$ cat src/sv/qrs_pkg.sv
// shared widths, root kind codes and beat types of the quadratic root solver
// no dependencies
package qrs_pkg;
   localparam int COEF_W   = 16;
   localparam int FRAC_W   = 16;
   localparam int VAL_W    = 48;
   localparam int PROD_W   = 2 * COEF_W;
   localparam int DISC_W   = PROD_W + 3;
   localparam int DMAG_W   = PROD_W + 1;
   localparam int RAD_W    = DMAG_W + 2 * FRAC_W;
   localparam int ROOT_W   = (RAD_W + 1) / 2;
   localparam int NB_W     = COEF_W + FRAC_W + 3;
   localparam int DEN_W    = COEF_W + 2;
   localparam int DENM_W   = COEF_W + 1;
   localparam int NUMS_W   = ROOT_W + 3;
   localparam int NUM_W    = ROOT_W + 1;
   localparam int DIV_W    = NUM_W + DENM_W;

   localparam logic [1:0] KIND_TWO_REAL = 2'd0;
   localparam logic [1:0] KIND_REPEATED = 2'd1;
   localparam logic [1:0] KIND_COMPLEX  = 2'd2;
   localparam logic [1:0] KIND_A_ZERO   = 2'd3;

   // beat moving down the square root row
   typedef struct packed {
      logic                     valid;
      logic [1:0]               kind;
      logic signed [NB_W-1:0]   nb;
      logic signed [DEN_W-1:0]  den;
      logic [RAD_W-1:0]         rem;
      logic [ROOT_W-1:0]        root;
   } sq_beat_type;

   // beat moving down the divider row, two quotients side by side
   typedef struct packed {
      logic              valid;
      logic [1:0]        kind;
      logic              neg1;
      logic              neg2;
      logic [DENM_W-1:0] dmag;
      logic [NUM_W-1:0]  rem1;
      logic [NUM_W-1:0]  rem2;
      logic [NUM_W-1:0]  q1;
      logic [NUM_W-1:0]  q2;
   } dv_beat_type;
endpackage

$ cat src/sv/qrs_div_cell.sv
// one cell of the divider row: one quotient bit of both lanes per beat
// depends on qrs_pkg
module qrs_div_cell #(
   parameter int BIT = 0
) (
   input  logic                 clock,
   input  logic                 reset,
   input  qrs_pkg::dv_beat_type beat_in,
   output qrs_pkg::dv_beat_type beat_out
);
   import qrs_pkg::*;

   dv_beat_type      beat_ff, beat_in_c;
   logic [DIV_W-1:0] shifted;

   // restoring step on both lanes against the shifted divisor
   always_comb begin
      shifted   = DIV_W'(beat_in.dmag) << BIT;
      beat_in_c = beat_in;
      if (DIV_W'(beat_in.rem1) >= shifted) begin
         beat_in_c.rem1 = NUM_W'(DIV_W'(beat_in.rem1) - shifted);
         beat_in_c.q1   = beat_in.q1 | (NUM_W'(1) << BIT);
      end
      if (DIV_W'(beat_in.rem2) >= shifted) begin
         beat_in_c.rem2 = NUM_W'(DIV_W'(beat_in.rem2) - shifted);
         beat_in_c.q2   = beat_in.q2 | (NUM_W'(1) << BIT);
      end
   end

   // cell register
   always_ff @(posedge clock) begin
      if (reset) begin
         beat_ff <= '0;
      end else begin
         beat_ff <= beat_in_c;
      end
   end

   assign beat_out = beat_ff;
endmodule

$ cat config.mk
export PLATFORM = sky130hd
export DESIGN_NAME = qrs_div_cell
export DESIGN_NICKNAME = d
export VERILOG_FILES = /design/src/sv/qrs_pkg.sv /design/src/sv/qrs_div_cell.sv
export SDC_FILE = /design/constraint.sdc
export NUM_CORES = 1
export LEC_CHECK = 0
export BUFFER_PORTS_ARGS = -buffer_cell sky130_fd_sc_hd__buf_2
export CAP_MARGIN = 10
export CORE_MARGIN = 5
export CORE_UTILIZATION = 35
export CTS_BUF_LIST = sky130_fd_sc_hd__clkbuf_4
export CTS_CLUSTER_DIAMETER = 30
export CTS_CLUSTER_SIZE = 40
export DETAILED_ROUTE_END_ITERATION = 8
export GPL_TIMING_DRIVEN = 0
export PLACE_DENSITY = 0.67
export REMOVE_ABC_BUFFERS = 1
export SLEW_MARGIN = 20
export SYNTH_ARGS = -nofsm -noshare
export SYNTH_HDL_FRONTEND = slang
export SYNTH_SLANG_ARGS = --single-unit
$ cat constraint.sdc
create_clock -name clock -period 3 [get_ports clock]
set_clock_uncertainty 0.1 [all_clocks]
set_input_delay 0.6 -clock clock [delete_from_list [all_inputs] [get_ports clock]]
set_output_delay 0.6 -clock clock [all_outputs]
set_load 0.01 [all_outputs]
==> flow_metrics.tcl <==
set metrics [dict create \
    seq_power_share_pct 48.7 \
    core_region_area_um2 20430 \
    status "complete, no violations" \
    startpoint "beat_in[138]" \
    cp-end-kind "flip-flop" \
    switching_power_mw 1.591 \
    layout-drive-gt1-share_pct 35.04 \
    tightest_slew_ps 604.5 \
    place_ws_ps -1224 \
    synthToLayoutAreaGrowth_pct 29.83 \
    synth_edf_count 0 \
    finalHoldViolations 0 \
    ys_types 70 \
    finalCriticalPeriod_ps 2915 \
    synthFlopType "dfxtp_1" \
    cts_buffers 17 \
    grt_busiest_layer "met2" \
    dieWidth_um 154.6 \
    drc_errors 0 \
    final_area_um2 9498 \
    use_met3_pct 4.862 \
    fmax_mhz 343.1 \
    synth_area_leader_cell "dfxtp_1" \
    syn_inst 799 \
    postLayoutSetupSlackWorst_ps 85.14 \
    crit_chain "buf_2, inv_1, ha_1, nor2b_1, o21ai_0, a211oi_2, o31ai_4, nand3_4, o2111ai_1, mux2_2" \
    drtPass1Iterations 4 \
    final_antenna_net_count 0 \
    setup_viol 0 \
    htree_levels 4 \
    start_util_pct 35.81 \
    dp_hpwl_um 18060 \
    cp.arrival_ps 3260 \
    startpoint_type "input port" \
    diodes 0 \
    hold_depth 2 \
    clk_pin_slew_ps 180 \
    ir_worst_vdd_mv 0.1866 \
    hp-class "in2reg" \
    maxSlewViolCount 0 \
    critical_path.slowest_cell "o31ai_4" \
    period_share_pct 97.16 \
    vias 6854 \
    synth-seq-cells 158 \
    largest_reg_flops 158 \
    worstPathRequired_ps 3350 \
    grt_max_degree 124 \
    hold_slack_ps 120.2 \
    syn-cell-area_um2 7316 \
    pwr-share-comb_pct 22.2 \
    drtIter0Drc 356 \
    gp_congestion 0.8931 \
    drt-vias-per-instance 4.956 \
    async_reset_ff_share_pct 0 \
    grt_pass1_wl_um 35360 \
    use_met1_pct 23.13 \
    num_rows 52 \
    globalRoute.totalOverflow 0 \
    cts.sinks 158 \
    slowest_delay_ps 460 \
    synth_area_leaders "dfxtp_1, nor2b_1, ha_1" \
    clkPwrFrac_pct 29.1 \
    crit_path_end "beat_out[131]" \
    ys_seq_area_share_pct 43.24 \
    io_pins 318 \
    netlist.area_leader.share_pct 43.24 \
    io_buffers 317 \
    track_usage_pct 18.52 \
    antenna_found_initial 3 \
    placed_area_um2 9105 \
    slew-limit-headroom_pct 59.17 \
    ctsRootBufferMaster "clkbuf_4" \
    cts_setup_buffers 0 \
    use_met2_pct 31.49 \
    yosys-top-cells-count "dfxtp_1, nor2_1, nor2b_1, a21oi_1, ha_1" \
    cts.path.max_buffers 2 \
    worstSetupPathType "in2reg" \
    max_cap_violations 0 \
    routedWlPerCell_um 16.68 \
    p_sw_share_pct 33.87 \
    fin_nets 1296 \
    finalWirelength_um 23060 \
    yosysMostFrequentCell "dfxtp_1" \
    synth.avg_cell_area_um2 9.156 \
    tns_ps 0 \
    cts_tree "built" \
    die-area_um2 23890 \
    rsz0062_at_grt "yes" \
    powerDensity_nw_per_um2 494.5 \
    grt_pass1_vias 6626 \
    cp_max_fo 22 \
    p_leak_nw 4.533 \
    die_y_um 154.6 \
    internal-power_mw 3.106 \
    fill_cells 2038 \
    yosysWarnings 0 \
]
==> worst min path at each step <==
stage	startpoint	slack, ps	end
after detailed placement	beat_in[50]	710	beat_out[50]
after floorplan	reset	570	beat_out[137]
final	beat_in[56]	120	beat_out[56]
after CTS	beat_in[50]	50	beat_out[50]
after global routing	beat_in[29]	50	beat_out[29]
after global placement	beat_in[9]	710	beat_out[9]
==> cells in the final DEF, fill, tap and decap left out, drive strengths merged, types with 3 or more instances in the layout <==
| cell | Yosys | final |
|---|---|---|
| a2111oi | 4 | 4 |
| a211oi | 10 | 10 |
| a21o | 12 | 12 |
| a21oi | 48 | 48 |
| a31oi | 4 | 4 |
| buf | 9 | 318 |
| clkbuf | 27 | 17 |
| clkinv | 0 | 6 |
| dfxtp | 158 | 158 |
| ha | 34 | 34 |
| inv | 28 | 36 |
| mux2 | 8 | 8 |
| mux2i | 19 | 19 |
| nand2 | 31 | 31 |
| nand2b | 11 | 11 |
| nand3 | 18 | 18 |
| nand4 | 8 | 8 |
| nor2 | 92 | 92 |
| nor2b | 86 | 86 |
| nor3 | 19 | 19 |
| nor4 | 9 | 9 |
| nor4b | 3 | 3 |
| o2111ai | 6 | 6 |
| o211ai | 3 | 3 |
| o21a | 5 | 5 |
| o21ai | 23 | 23 |
| o21bai | 4 | 4 |
| o22ai | 6 | 6 |
| o31a | 3 | 3 |
| o31ai | 16 | 16 |
| or2 | 6 | 6 |
| or3 | 13 | 13 |
| or4 | 18 | 18 |
| xnor2 | 18 | 18 |
| xor2 | 16 | 16 |
==> metrics by stage <==
stage | util [%] | instances | power (mW)
final | 46.49 | 1383 | 4.697
after global routing | 46.49 | 1383 | 4.975
after CTS | 46.17 | 1383 | 4.751
after detailed placement | 44.57 | 1351 | 3.364
after global placement | 44.36 | 1350 | 3.356
after floorplan | - | 763 | 2.912
==> repair_timing <==
item	CTS	global route
pin swaps	0	0
endpoints found under the setup margin	36	30
gates resized for setup	4	13
hold buffers	0	0
==> final cells by class <==
cell class | count | area, um^2 | area share, %
Clock buffer | 17 | 127.6 | 1.344
Clock inverter | 15 | 182.7 | 1.923
Inverter | 28 | 105.1 | 1.107
Multi-Input combinational cell | 577 | 3958 | 41.67
Sequential cell | 158 | 3163 | 33.30
Tap cell | 270 | 337.8 | 3.557
Timing Repair Buffer | 318 | 1624 | 17.10
==> power by group through the flow <==
stage / clock network [mW] / logic [mW] / registers (mW)
6_report: 1.37 / 1.04 / 2.29
5_1_grt: 1.51 / 1.16 / 2.30
4_1_cts: 1.42 / 1.04 / 2.29
3_5_place_dp: 0 / 1.03 / 2.33
3_3_place_gp: 0 / 1.02 / 2.33
2_1_floorplan: 0 / 0.494 / 2.42
==> routing by layer <==
metal / vias up / part of all wire [%]
li1: 3410 / -
met2: 237 / 48
met5: - / 0.17
met1: 3166 / 43
met4: 6 / 1.9
met3: 35 / 7.1
==> critical path, delay by kind of cell <==
| kind | cells | cell delay (ps) |
|---|---|---|
| AOI/OAI and AO/OA | 4 | 1230 |
| and+or+nand+nor | 2 | 530 |
| muxes | 1 | 360 |
| adders and majority gates | 1 | 320 |
| buffers and inverters | 2 | 220 |
==> cell families after synthesis <==
group | Yosys count | synth area share, %
compound gates | 153 | 14.09
xor+xnor | 34 | 4.070
fa+ha+maj | 36 | 6.362
buf+inv | 64 | 3.865
flops | 158 | 43.24
mux | 27 | 3.831
simple gates | 327 | 24.54
(Power assumes the default switching activity.)
